$ cat config.mk
export PLATFORM = sky130hd
export DESIGN_NAME = wildcard_pattern_matcher
export DESIGN_NICKNAME = d
export VERILOG_FILES = /design/src/rtl/core/wpm_pkg.sv /design/src/rtl/core/wpm_closure.sv /design/src/rtl/core/wpm_engine.sv /design/src/rtl/core/wildcard_pattern_matcher.sv
export SDC_FILE = /design/constraint.sdc
export NUM_CORES = 1
export LEC_CHECK = 0
export ABC_AREA = 0
export BUFFER_PORTS_ARGS = -buffer_cell sky130_fd_sc_hd__buf_4
export CORE_UTILIZATION = 55
export CTS_CLUSTER_DIAMETER = 200
export CTS_CLUSTER_SIZE = 25
export DETAILED_ROUTE_END_ITERATION = 8
export PLACE_DENSITY = 0.71
export SYNTH_ARGS = -nofsm -noshare
export SYNTH_HDL_FRONTEND = slang
export SYNTH_SLANG_ARGS = --single-unit
$ cat constraint.sdc
create_clock -name clk_i -period 10.7 [get_ports clk_i]
set_input_delay 2.14 -clock clk_i [delete_from_list [all_inputs] [get_ports clk_i]]
set_output_delay 2.14 -clock clk_i [all_outputs]
set_load 0.05 [all_outputs]
$ cat src/rtl/core/wpm_pkg.sv
// Package for the wildcard pattern matcher: command codes, character
// constants, transaction payload types and the letter case fold.
// No dependencies.
`default_nettype none
package wpm_pkg;

  typedef enum logic [1:0] {
    CMD_CLEAR  = 2'd0,
    CMD_APPEND = 2'd1,
    CMD_TEXT   = 2'd2,
    CMD_END    = 2'd3
  } wpm_cmd_e;

  localparam logic [7:0] CH_STAR  = 8'h2A;
  localparam logic [7:0] CH_QUEST = 8'h3F;
  localparam logic [7:0] CH_TAB   = 8'h09;
  localparam logic [7:0] CH_NUL   = 8'h00;
  localparam logic [7:0] CH_LOW_A = 8'h61;
  localparam logic [7:0] CH_LOW_Z = 8'h7A;
  localparam logic [7:0] CASE_OFS = 8'h20;

  typedef struct packed {
    wpm_cmd_e   cmd;
    logic [7:0] data_char;
  } wpm_in_t;

  typedef struct packed {
    logic matched;
    logic pattern_overflow;
  } wpm_out_t;

  function automatic logic [7:0] fold_case(input logic [7:0] c);
    logic [7:0] r;
    r = c;
    if (c >= CH_LOW_A && c <= CH_LOW_Z) begin
      r = c - CASE_OFS;
    end
    return r;
  endfunction

endpackage
`default_nettype wire

$ cat src/rtl/core/wpm_closure.sv
// Star closure: a '*' at an active position also activates the next one.
// Parallel prefix network over the position vector. Uses no package.
`default_nettype none
module wpm_closure #(
  parameter int unsigned Width = 33
) (
  input  logic [Width-1:0] act_i,
  input  logic [Width-2:0] star_i,
  output logic [Width-1:0] act_o
);

  localparam int unsigned Levels = $clog2(Width);

  logic [Width-1:0] g_lvl [Levels+1];
  logic [Width-1:0] p_lvl [Levels+1];

  always_comb begin
    g_lvl[0] = act_i;
    p_lvl[0] = {star_i, 1'b0};
    for (int lv = 0; lv < Levels; lv++) begin
      for (int j = 0; j < Width; j++) begin
        if (j >= (1 << lv)) begin
          g_lvl[lv+1][j] = g_lvl[lv][j] | (p_lvl[lv][j] & g_lvl[lv][j-(1<<lv)]);
          p_lvl[lv+1][j] = p_lvl[lv][j] & p_lvl[lv][j-(1<<lv)];
        end else begin
          g_lvl[lv+1][j] = g_lvl[lv][j];
          p_lvl[lv+1][j] = p_lvl[lv][j];
        end
      end
    end
    act_o = g_lvl[Levels];
  end

endmodule
`default_nettype wire

$ cat src/rtl/core/wpm_engine.sv
// Match engine: pattern store, position flags, active position vector and
// result logic. Depends on wpm_pkg and wpm_closure.
`default_nettype none
module wpm_engine #(
  parameter int unsigned PatternMax = 32
) (
  input  logic              clk_i,
  input  logic              rst_ni,
  input  logic              step_i,
  input  wpm_pkg::wpm_in_t  item_i,
  output wpm_pkg::wpm_out_t result_o
);
  import wpm_pkg::*;

  localparam int unsigned N  = PatternMax;
  localparam int unsigned W  = N + 1;
  localparam int unsigned LW = $clog2(N + 1);

  logic [LW-1:0] len_q, len_d;
  logic          ovf_q, ovf_d;
  logic [N-1:0]  used_q, used_d, star_q, star_d, quest_q, quest_d, tab_q, tab_d;
  logic [W-1:0]  act_q, act_d, start_q, start_d;
  logic [7:0]    store_q [N];

  logic [7:0]    c, cf;
  logic          nonzero, full, wr_en;
  logic [N-1:0]  sel, eq, stay, adv;
  logic [N-1:0]  star_n, quest_n, tab_n, used_n;
  logic [W-1:0]  nxt, txt_act, app_start, len_mark, end_v, open_v;

  assign c       = item_i.data_char;
  assign cf      = fold_case(c);
  assign nonzero = (c != CH_NUL);
  assign full    = (len_q == LW'(N));
  assign wr_en   = step_i && (item_i.cmd == CMD_APPEND) && nonzero && !full;

  always_comb begin
    for (int i = 0; i < N; i++) begin
      sel[i] = (len_q == LW'(i));
      eq[i]  = (store_q[i] == cf);
    end
  end

  assign used_n  = used_q | sel;
  assign star_n  = star_q | (sel & {N{c == CH_STAR}});
  assign quest_n = quest_q | (sel & {N{c == CH_QUEST}});
  assign tab_n   = tab_q | (sel & {N{c == CH_TAB}});

  assign stay = act_q[N-1:0] & star_q;
  assign adv  = act_q[N-1:0] & used_q & ~tab_q & ~star_q & (quest_q | eq);
  assign nxt  = {1'b0, stay} | {adv, 1'b0};

  wpm_closure #(.Width(W)) u_text_closure (
    .act_i  (nxt),
    .star_i (star_q),
    .act_o  (txt_act)
  );

  wpm_closure #(.Width(W)) u_start_closure (
    .act_i  ({tab_n, 1'b1}),
    .star_i (star_n),
    .act_o  (app_start)
  );

  assign len_mark = {used_q, 1'b1} & ~{1'b0, used_q};
  assign end_v    = {1'b0, tab_q} | len_mark;
  assign open_v   = ~{tab_q, 1'b1};

  assign result_o.matched          = |(act_q & end_v & open_v);
  assign result_o.pattern_overflow = ovf_q;

  always_comb begin
    len_d   = len_q;
    ovf_d   = ovf_q;
    used_d  = used_q;
    star_d  = star_q;
    quest_d = quest_q;
    tab_d   = tab_q;
    act_d   = act_q;
    start_d = start_q;
    if (step_i) begin
      case (item_i.cmd)
        CMD_CLEAR: begin
          len_d   = '0;
          ovf_d   = 1'b0;
          used_d  = '0;
          star_d  = '0;
          quest_d = '0;
          tab_d   = '0;
          act_d   = W'(1);
          start_d = W'(1);
        end
        CMD_APPEND: begin
          if (nonzero) begin
            if (full) begin
              ovf_d = 1'b1;
              act_d = start_q;
            end else begin
              len_d   = len_q + LW'(1);
              used_d  = used_n;
              star_d  = star_n;
              quest_d = quest_n;
              tab_d   = tab_n;
              act_d   = app_start;
              start_d = app_start;
            end
          end
        end
        CMD_TEXT: begin
          if (nonzero) begin
            act_d = txt_act;
          end
        end
        CMD_END: begin
          act_d = start_q;
        end
        default: begin
          act_d = act_q;
        end
      endcase
    end
  end

  always_ff @(posedge clk_i or negedge rst_ni) begin
    if (!rst_ni) begin
      len_q   <= '0;
      ovf_q   <= 1'b0;
      used_q  <= '0;
      star_q  <= '0;
      quest_q <= '0;
      tab_q   <= '0;
      act_q   <= W'(1);
      start_q <= W'(1);
    end else begin
      len_q   <= len_d;
      ovf_q   <= ovf_d;
      used_q  <= used_d;
      star_q  <= star_d;
      quest_q <= quest_d;
      tab_q   <= tab_d;
      act_q   <= act_d;
      start_q <= start_d;
    end
  end

  always_ff @(posedge clk_i) begin
    for (int i = 0; i < N; i++) begin
      if (wr_en && sel[i]) begin
        store_q[i] <= cf;
      end
    end
  end

endmodule
`default_nettype wire

$ cat src/rtl/core/wildcard_pattern_matcher.sv
// Wildcard pattern matcher top level: input stage, match engine, result register.
// Depends on wpm_pkg and wpm_engine.
//
// Takes one transaction per clock while the input stage is not stalled:
// pattern loads, text bytes and end-of-text items all sustain one item per
// cycle. Each item is registered in the input stage, from where the engine
// updates the active position vector through parallel-prefix star closure
// networks; an end item's result is loaded into the output register when
// the item leaves the input stage. The input stage only stalls when an end
// item meets a full output register that the consumer is not draining.
// PATTERN_MAX sets the pattern store depth; letters compare without regard
// to case.
`default_nettype none
module wildcard_pattern_matcher #(
  parameter int unsigned PATTERN_MAX = 32
) (
  input  logic              clk_i,
  input  logic              rst_ni,
  input  logic              in_valid_i,
  output logic              in_ready_o,
  input  wpm_pkg::wpm_in_t  in_data_i,
  output logic              out_valid_o,
  input  logic              out_ready_i,
  output wpm_pkg::wpm_out_t out_data_o
);
  import wpm_pkg::*;

  logic     stg_valid_q, stg_valid_d;
  wpm_in_t  stg_q;
  logic     stg_fire, stg_end;
  logic     out_valid_q, out_valid_d;
  wpm_out_t out_q, eng_result;

  assign stg_end    = (stg_q.cmd == CMD_END);
  assign stg_fire   = stg_valid_q && (!stg_end || !out_valid_q || out_ready_i);
  assign in_ready_o = !stg_valid_q || stg_fire;

  wpm_engine #(.PatternMax(PATTERN_MAX)) u_engine (
    .clk_i    (clk_i),
    .rst_ni   (rst_ni),
    .step_i   (stg_fire),
    .item_i   (stg_q),
    .result_o (eng_result)
  );

  always_comb begin
    stg_valid_d = stg_valid_q;
    if (in_valid_i && in_ready_o) begin
      stg_valid_d = 1'b1;
    end else if (stg_fire) begin
      stg_valid_d = 1'b0;
    end
    out_valid_d = out_valid_q;
    if (stg_fire && stg_end) begin
      out_valid_d = 1'b1;
    end else if (out_ready_i) begin
      out_valid_d = 1'b0;
    end
  end

  always_ff @(posedge clk_i or negedge rst_ni) begin
    if (!rst_ni) begin
      stg_valid_q <= 1'b0;
      out_valid_q <= 1'b0;
    end else begin
      stg_valid_q <= stg_valid_d;
      out_valid_q <= out_valid_d;
    end
  end

  always_ff @(posedge clk_i) begin
    if (in_valid_i && in_ready_o) begin
      stg_q <= in_data_i;
    end
    if (stg_fire && stg_end) begin
      out_q <= eng_result;
    end
  end

  assign out_valid_o = out_valid_q;
  assign out_data_o  = out_q;

endmodule
`default_nettype wire
# == After elaboration in Yosys (flattened, before gate mapping) ==
# Memory sizes are Yosys's and may differ from the RTL's.
# Cells that the tools add are included.
# totals
output_inout_bits,4
regBits,215
ramBits,256
n_memories,1
inputBits,14
wordCells,1128
# mem_list
memory,depth,word_bits,read_ports,rd_clocked_by_memory_dff,write_ports,line,rtl
u_engine.store_q,32,8,32,0,1,wpm_engine.sv:23,logic [7:0] store_q [N];
# classes
eq_ne,74
n_lt_le_gt_ge,2
bitwise,762
n_addsub,2
n_mux,185
reduce_logical,88
# op_table
cell,n
1-bit AND,470
1-bit bitwise OR,270
32-bit AND,8
8-bit == test,32
32-bit 2-to-1 mux,8
8-bit 2-to-1 mux,32
32-bit one-hot mux with 2 select lines,4
8-bit OR reduction,31
32-bit bitwise OR,5
5-bit 2-to-1 mux,31
33-bit one-hot mux with 4 select lines,1
1-bit 2-to-1 mux,101
33-bit AND,3
33-bit 2-to-1 mux,3
"6-bit by 5-bit == test with 1-bit output, second input constant",16
32-bit by 33-bit bitwise OR with 33-bit output,2
33-bit one-hot mux with 2 select lines,1
32-bit inverter,2
"6-bit by 4-bit == test with 1-bit output, second input constant",8
1-bit logical AND,39
32-bit inverter with 33-bit output,1
33-bit inverter,1
33-bit OR reduction,1
"6-bit by 3-bit == test with 1-bit output, second input constant",4
24 further kinds,39

# == Depth between registers and ports, before layout ==
# logic_depth
word_depth,43
ltp_mapped,20
depth_no_buf,14

# == Modules after synthesis ==
# Synthesis repeated with hierarchy kept, for this count alone.
# hier_totals
hier_cells,2481
hier_area_um2,25369.3
# by_module_without_submodules
module,seq_area_each_um2,n_inst,area_each_um2,cells_per_inst
wpm_engine,12719.7,1,23182.2,2181
wpm_closure,0.0,2,853.3,138
wildcard_pattern_matcher,410.4,1,480.5,24

# == Least setup slack after synthesis ==
# Ideal clock, no wire load.
# synth_timing
kind,input -> output
from,input out_ready_i
to,output in_ready_o
slack_ns,5.918
path_buffers,0
arrival_time_ns,2.642
stages,3
t_required_ns,8.560
path_cell_list,nand2b_1 > nor2_1 > inv_1
# synth_via
elab_chain_cells,3
# synth_lines
element,line,rtl
start: declaration,wildcard_pattern_matcher.sv:23,"input logic out_ready_i,"
1-bit logical OR,wildcard_pattern_matcher.sv:35,assign stg_fire = stg_valid_q && (!stg_end || !out_valid_q || out_ready_i);
1-bit logical AND,wildcard_pattern_matcher.sv:35,
1-bit logical OR,wildcard_pattern_matcher.sv:36,assign in_ready_o = !stg_valid_q || stg_fire;
end: declaration,wildcard_pattern_matcher.sv:20,"output logic in_ready_o,"
# No other way between the ends.

# == Worst setup path after layout ==
# layout_timing
from,register stg_q[5] in the netlist's numbering
to,register u_engine.act_q[14]
# layout_via
elab_chain_cells,16
elab_cells_between_ends,101
# layout_lines
element,line,rtl
start: declaration,wildcard_pattern_matcher.sv:29,wpm_in_t stg_q;
start signal: assignment,wildcard_pattern_matcher.sv:73,stg_q <= in_data_i;
8-bit by 7-bit >= comparator with 1-bit output or 8-bit by 7-bit <= comparator with 1-bit output (tied branches),wpm_pkg.sv:35,if (c >= CH_LOW_A && c <= CH_LOW_Z) begin
1-bit logical AND,wpm_pkg.sv:35,
8-bit 2-to-1 mux,wpm_pkg.sv:35,
8-bit == test,wpm_engine.sv:40,eq[i] = (store_q[i] == cf);
32-bit bitwise OR,wpm_engine.sv:50,assign adv = act_q[N-1:0] & used_q & ~tab_q & ~star_q & (quest_q | eq);
32-bit AND,wpm_engine.sv:50,
32-bit by 33-bit bitwise OR with 33-bit output,wpm_engine.sv:51,"assign nxt = {1'b0, stay} | {adv, 1'b0};"
1-bit AND,wpm_closure.sv:23,g_lvl[lv+1][j] = g_lvl[lv][j] | (p_lvl[lv][j] & g_lvl[lv][j-(1<<lv)]);
1-bit bitwise OR,wpm_closure.sv:23,
1-bit AND or 1-bit bitwise OR (tied branches),wpm_closure.sv:23,
1-bit bitwise OR or 1-bit AND (tied branches),wpm_closure.sv:23,
1-bit AND or 1-bit bitwise OR (tied branches),wpm_closure.sv:23,
1-bit bitwise OR or 1-bit AND (tied branches),wpm_closure.sv:23,
1-bit bitwise OR,wpm_closure.sv:23,
33-bit 2-to-1 mux,wpm_engine.sv:110,if (nonzero) begin
33-bit one-hot mux with 4 select lines,wpm_engine.sv:82,case (item_i.cmd)
end signal: assignment,wpm_engine.sv:141,act_q <= act_d;
end: declaration,wpm_engine.sv:22,"logic [W-1:0] act_q, act_d, start_q, start_d;"
# Several ways; a longest one is shown, not always the timed one. The select of a mux whose other input is x is not followed.
# A chain may end at the register's enable or synchronous reset.

==> flow_summary.yaml <==
cells_and_area:
  layout-drive-gt1-share_pct: 6.45
  nNetsFinal: 2253
  multiInputGateArea_sq_um: 10000
  final-seq-area_sq_um: 13100
  layout_commonest_cell: "edfxtp_1"
  diodes: 0
  mostFrequentLayoutCells: "edfxtp_1, nor2_1, a21oi_1"
  fillers: 3660
  postLayoutCoreUtil_pct: 58.8
  syn_to_final_growth_pct: 5.58
placement:
  gp_congestion: 1.01
  dp.final_hpwl_mm: 52.9
  portBuffers: 17
critical_path:
  crit_path_end: "u_engine.act_q[14]$_DFFE_PN0P_"
  worst-path-max-fanout: 28
  end_kind: "flop"
  startpoint: "stg_q[5]$_DFFE_PP_"
  r2r-end: "u_engine.act_q[14]$_DFFE_PN0P_"
  crit_type: "flop to flop"
  worstPathRequired_ns: 11.21
  r2r_setup_slack_ns: 5.05
  arrival_ns: 6.16
  r2r_cells: 16
  worstReg2RegStart: "stg_q[5]$_DFFE_PP_"
  start_kind: "flop"
synthesis:
  synth-edff-count: 268
  ys_ff_latch: 471
  post_synth_num_cell_types: 95
  avgSynthCellArea_sq_um: 10.5
  synthFlopType: "edfxtp_1"
  yosysWarnings: 0
  mappedNetlistNets: 2308
  synth.top_cells.by_area: "edfxtp_1, dfrtp_1, a21oi_1"
  seq_area_frac_synth_pct: 54.7
  synth_top_cell_area_share_pct: 33.5
  syn_inst: 2289
  synth_area_sq_um: 24000
  async_flop_share_pct: 43.1
  yosysTopAreaCell: "edfxtp_1"
flow_run:
  cap_violations: 0
power:
  ir_drop_uv: 206
  p_leak_nw: 9.11
  swShare_pct: 26.0
  p_sw_uw: 863
  power.density_nw_per_um2: 131
  p_clk_share_pct: 30.2
  p_seq_share_pct: 59.6
  internal_power_mw: 2.45
  comb_power_share_pct: 10.2
global_routing:
  antenna_found_initial: 1
  met2_usage_pct: 48.9
  grtUsageMet3_pct: 6.39
  globalRouteMet1Util_pct: 52.8
  grt_pass1_wl_mm: 114
  first_global_vias: 17766
  busiest_layer: "met1"
  overflow: 0
  grt_max_degree: 86
  grt.total_usage_pct: 34.4
die:
  die_h_um: 211
  dieWidth_um: 211
  die-area_sq_um: 44500
  fp-row-count: 76
  core_sq_um: 43100
  start_util_pct: 55.7
  boundaryPins: 18
clocking:
  numCtsBuffers: 22
  path_clk_slew_ns: 0.12
  hold_buffers: 0
  clock_sinks: 471
  clk_latency_ns: 0.61
  cts_setup_buffers: 0
  h-tree-depth: 1
  cts_tree: "done"
  ctsResizeCount: 0
  root_buffer: "clkbuf_16"
  clock_path_buffers: 3
sta:
  max_slew_margin_pct: 11.3
  finalSetupTns_ns: 0
  hold_viol_final: 0
  setup_viol: 0
  min_period_over_period_pct: 52.8
  min_period_ns: 5.65
  worst_pin_slew_ns: 1.31
  drv_slew: 0
  finClkSkew_ns: 0.0293
  rsz0062_at_grt: "false"
  fmax_mhz: 177
routing:
  vias: 18851
  via_per_inst: 6.65
  routedWlPerCell_um: 26.8
  wirelength_mm: 76.0
  ant_nets: 0
  initialDrtViolationCount: 2670
  drc_errors: 0
  drt-pass1-iter-count: 6
min_path:
  hold_start: "u_engine.ovf_q$_DFFE_PN0P_"
  min_path_cells: 0
  hp-class: "flop to flop"
run_status:
  outcome: "finished, final reports clean"
per-layer routing:
metal	up-vias	routed length, um
met5	-	0
met4	0	2900
met3	159	8070
met2	1098	31800
met1	9318	33300
li1	8276	-
cells by family after synthesis:
| kind of cell | synth area share, % |
|---|---|
| simple gates | 15.0 |
| fa+ha+maj | 0.261 |
| xor+xnor | 8.40 |
| flops | 54.7 |
| buf+inv | 3.78 |
| compound gates | 17.7 |
| mux | 0.125 |
power groups by stage:
stage               Sequential, mW  Combinational, mW  Clock, mW
global route                  1.98              0.356       1.07
global placement              2.01              0.325          0
CTS                           1.98              0.331       1.01
finish                        1.98              0.337       1.00
detailed placement            2.01              0.330          0
floorplan                     2.01              0.196          0
worst min-delay path by stage:
stage	to
final	out_data_o[0]$_DFFE_PP_
after global routing	out_data_o[0]$_DFFE_PP_
after CTS	out_data_o[0]$_DFFE_PP_
after detailed placement	out_data_o[0]$_DFFE_PP_
after global placement	out_data_o[0]$_DFFE_PP_
after floorplan	out_data_o[0]$_DFFE_PP_
cell usage after synthesis, types with 17 or more instances:
cell / count
nor3_1: 53
clkbuf_1: 109
a211oi_1: 19
a31oi_1: 21
nand2_1: 152
nor3b_1: 29
dfrtp_1: 201
xor2_1: 114
inv_1: 62
o21ai_1: 17
a21oi_1: 230
nand3_1: 47
o211ai_1: 22
nor4b_1: 23
buf_2: 21
nor2_1: 243
nor4_1: 31
a41oi_1: 37
and3_1: 23
xnor2_1: 116
and2_1: 39
edfxtp_1: 268
o21ai_0: 87
nand4_1: 22
stage by stage:
step,setup WS (ns),cell area [sq um],instances,power (mW),hold slack (ns)
4_1_cts,5.14,25300,2834,3.32,0.474
5_1_grt,4.73,25300,2834,3.41,0.493
6_report,5.05,25300,2834,3.32,0.471
3_3_place_gp,5.38,24700,2795,2.34,0.442
3_5_place_dp,5.17,24700,2795,2.34,0.447
2_1_floorplan,5.92,24000,2289,2.20,0.426
registers in the layout, summed over array words and instances (netlist names), 2 cells and up:
signal            count
out_data_o            2
stg_q                10
u_engine.act_q       33
u_engine.len_q        6
u_engine.quest_q     32
u_engine.star_q      32
u_engine.start_q     33
u_engine.store_q    256
u_engine.tab_q       32
u_engine.used_q      32
worst max-delay path, stage by stage (launching register included):
cell	delay [ns]
edfxtp_1	1.04
inv_1	0.44
ha_1	0.56
inv_1	0.15
o21ai_2	0.15
buf_4	0.24
clkinv_2	0.34
buf_4	0.38
xnor2_1	0.17
a31oi_1	0.44
o2bb2ai_4	0.13
o2111ai_1	0.25
nand4_1	0.15
a21boi_2	0.39
o21ai_1	0.18
a311o_1	0.37
a22o_1	0.18
layout make-up:
class                      instances  area share (%)
inverter                          64           0.953
sequential                       471            51.8
timing repair buffer              70            2.10
clock buffer                      38            2.49
multi-input combinational       1605            39.6
tap                              585            2.89
clock inverter                     1           0.119
No activity file was read; power rests on OpenSTA's default activity.
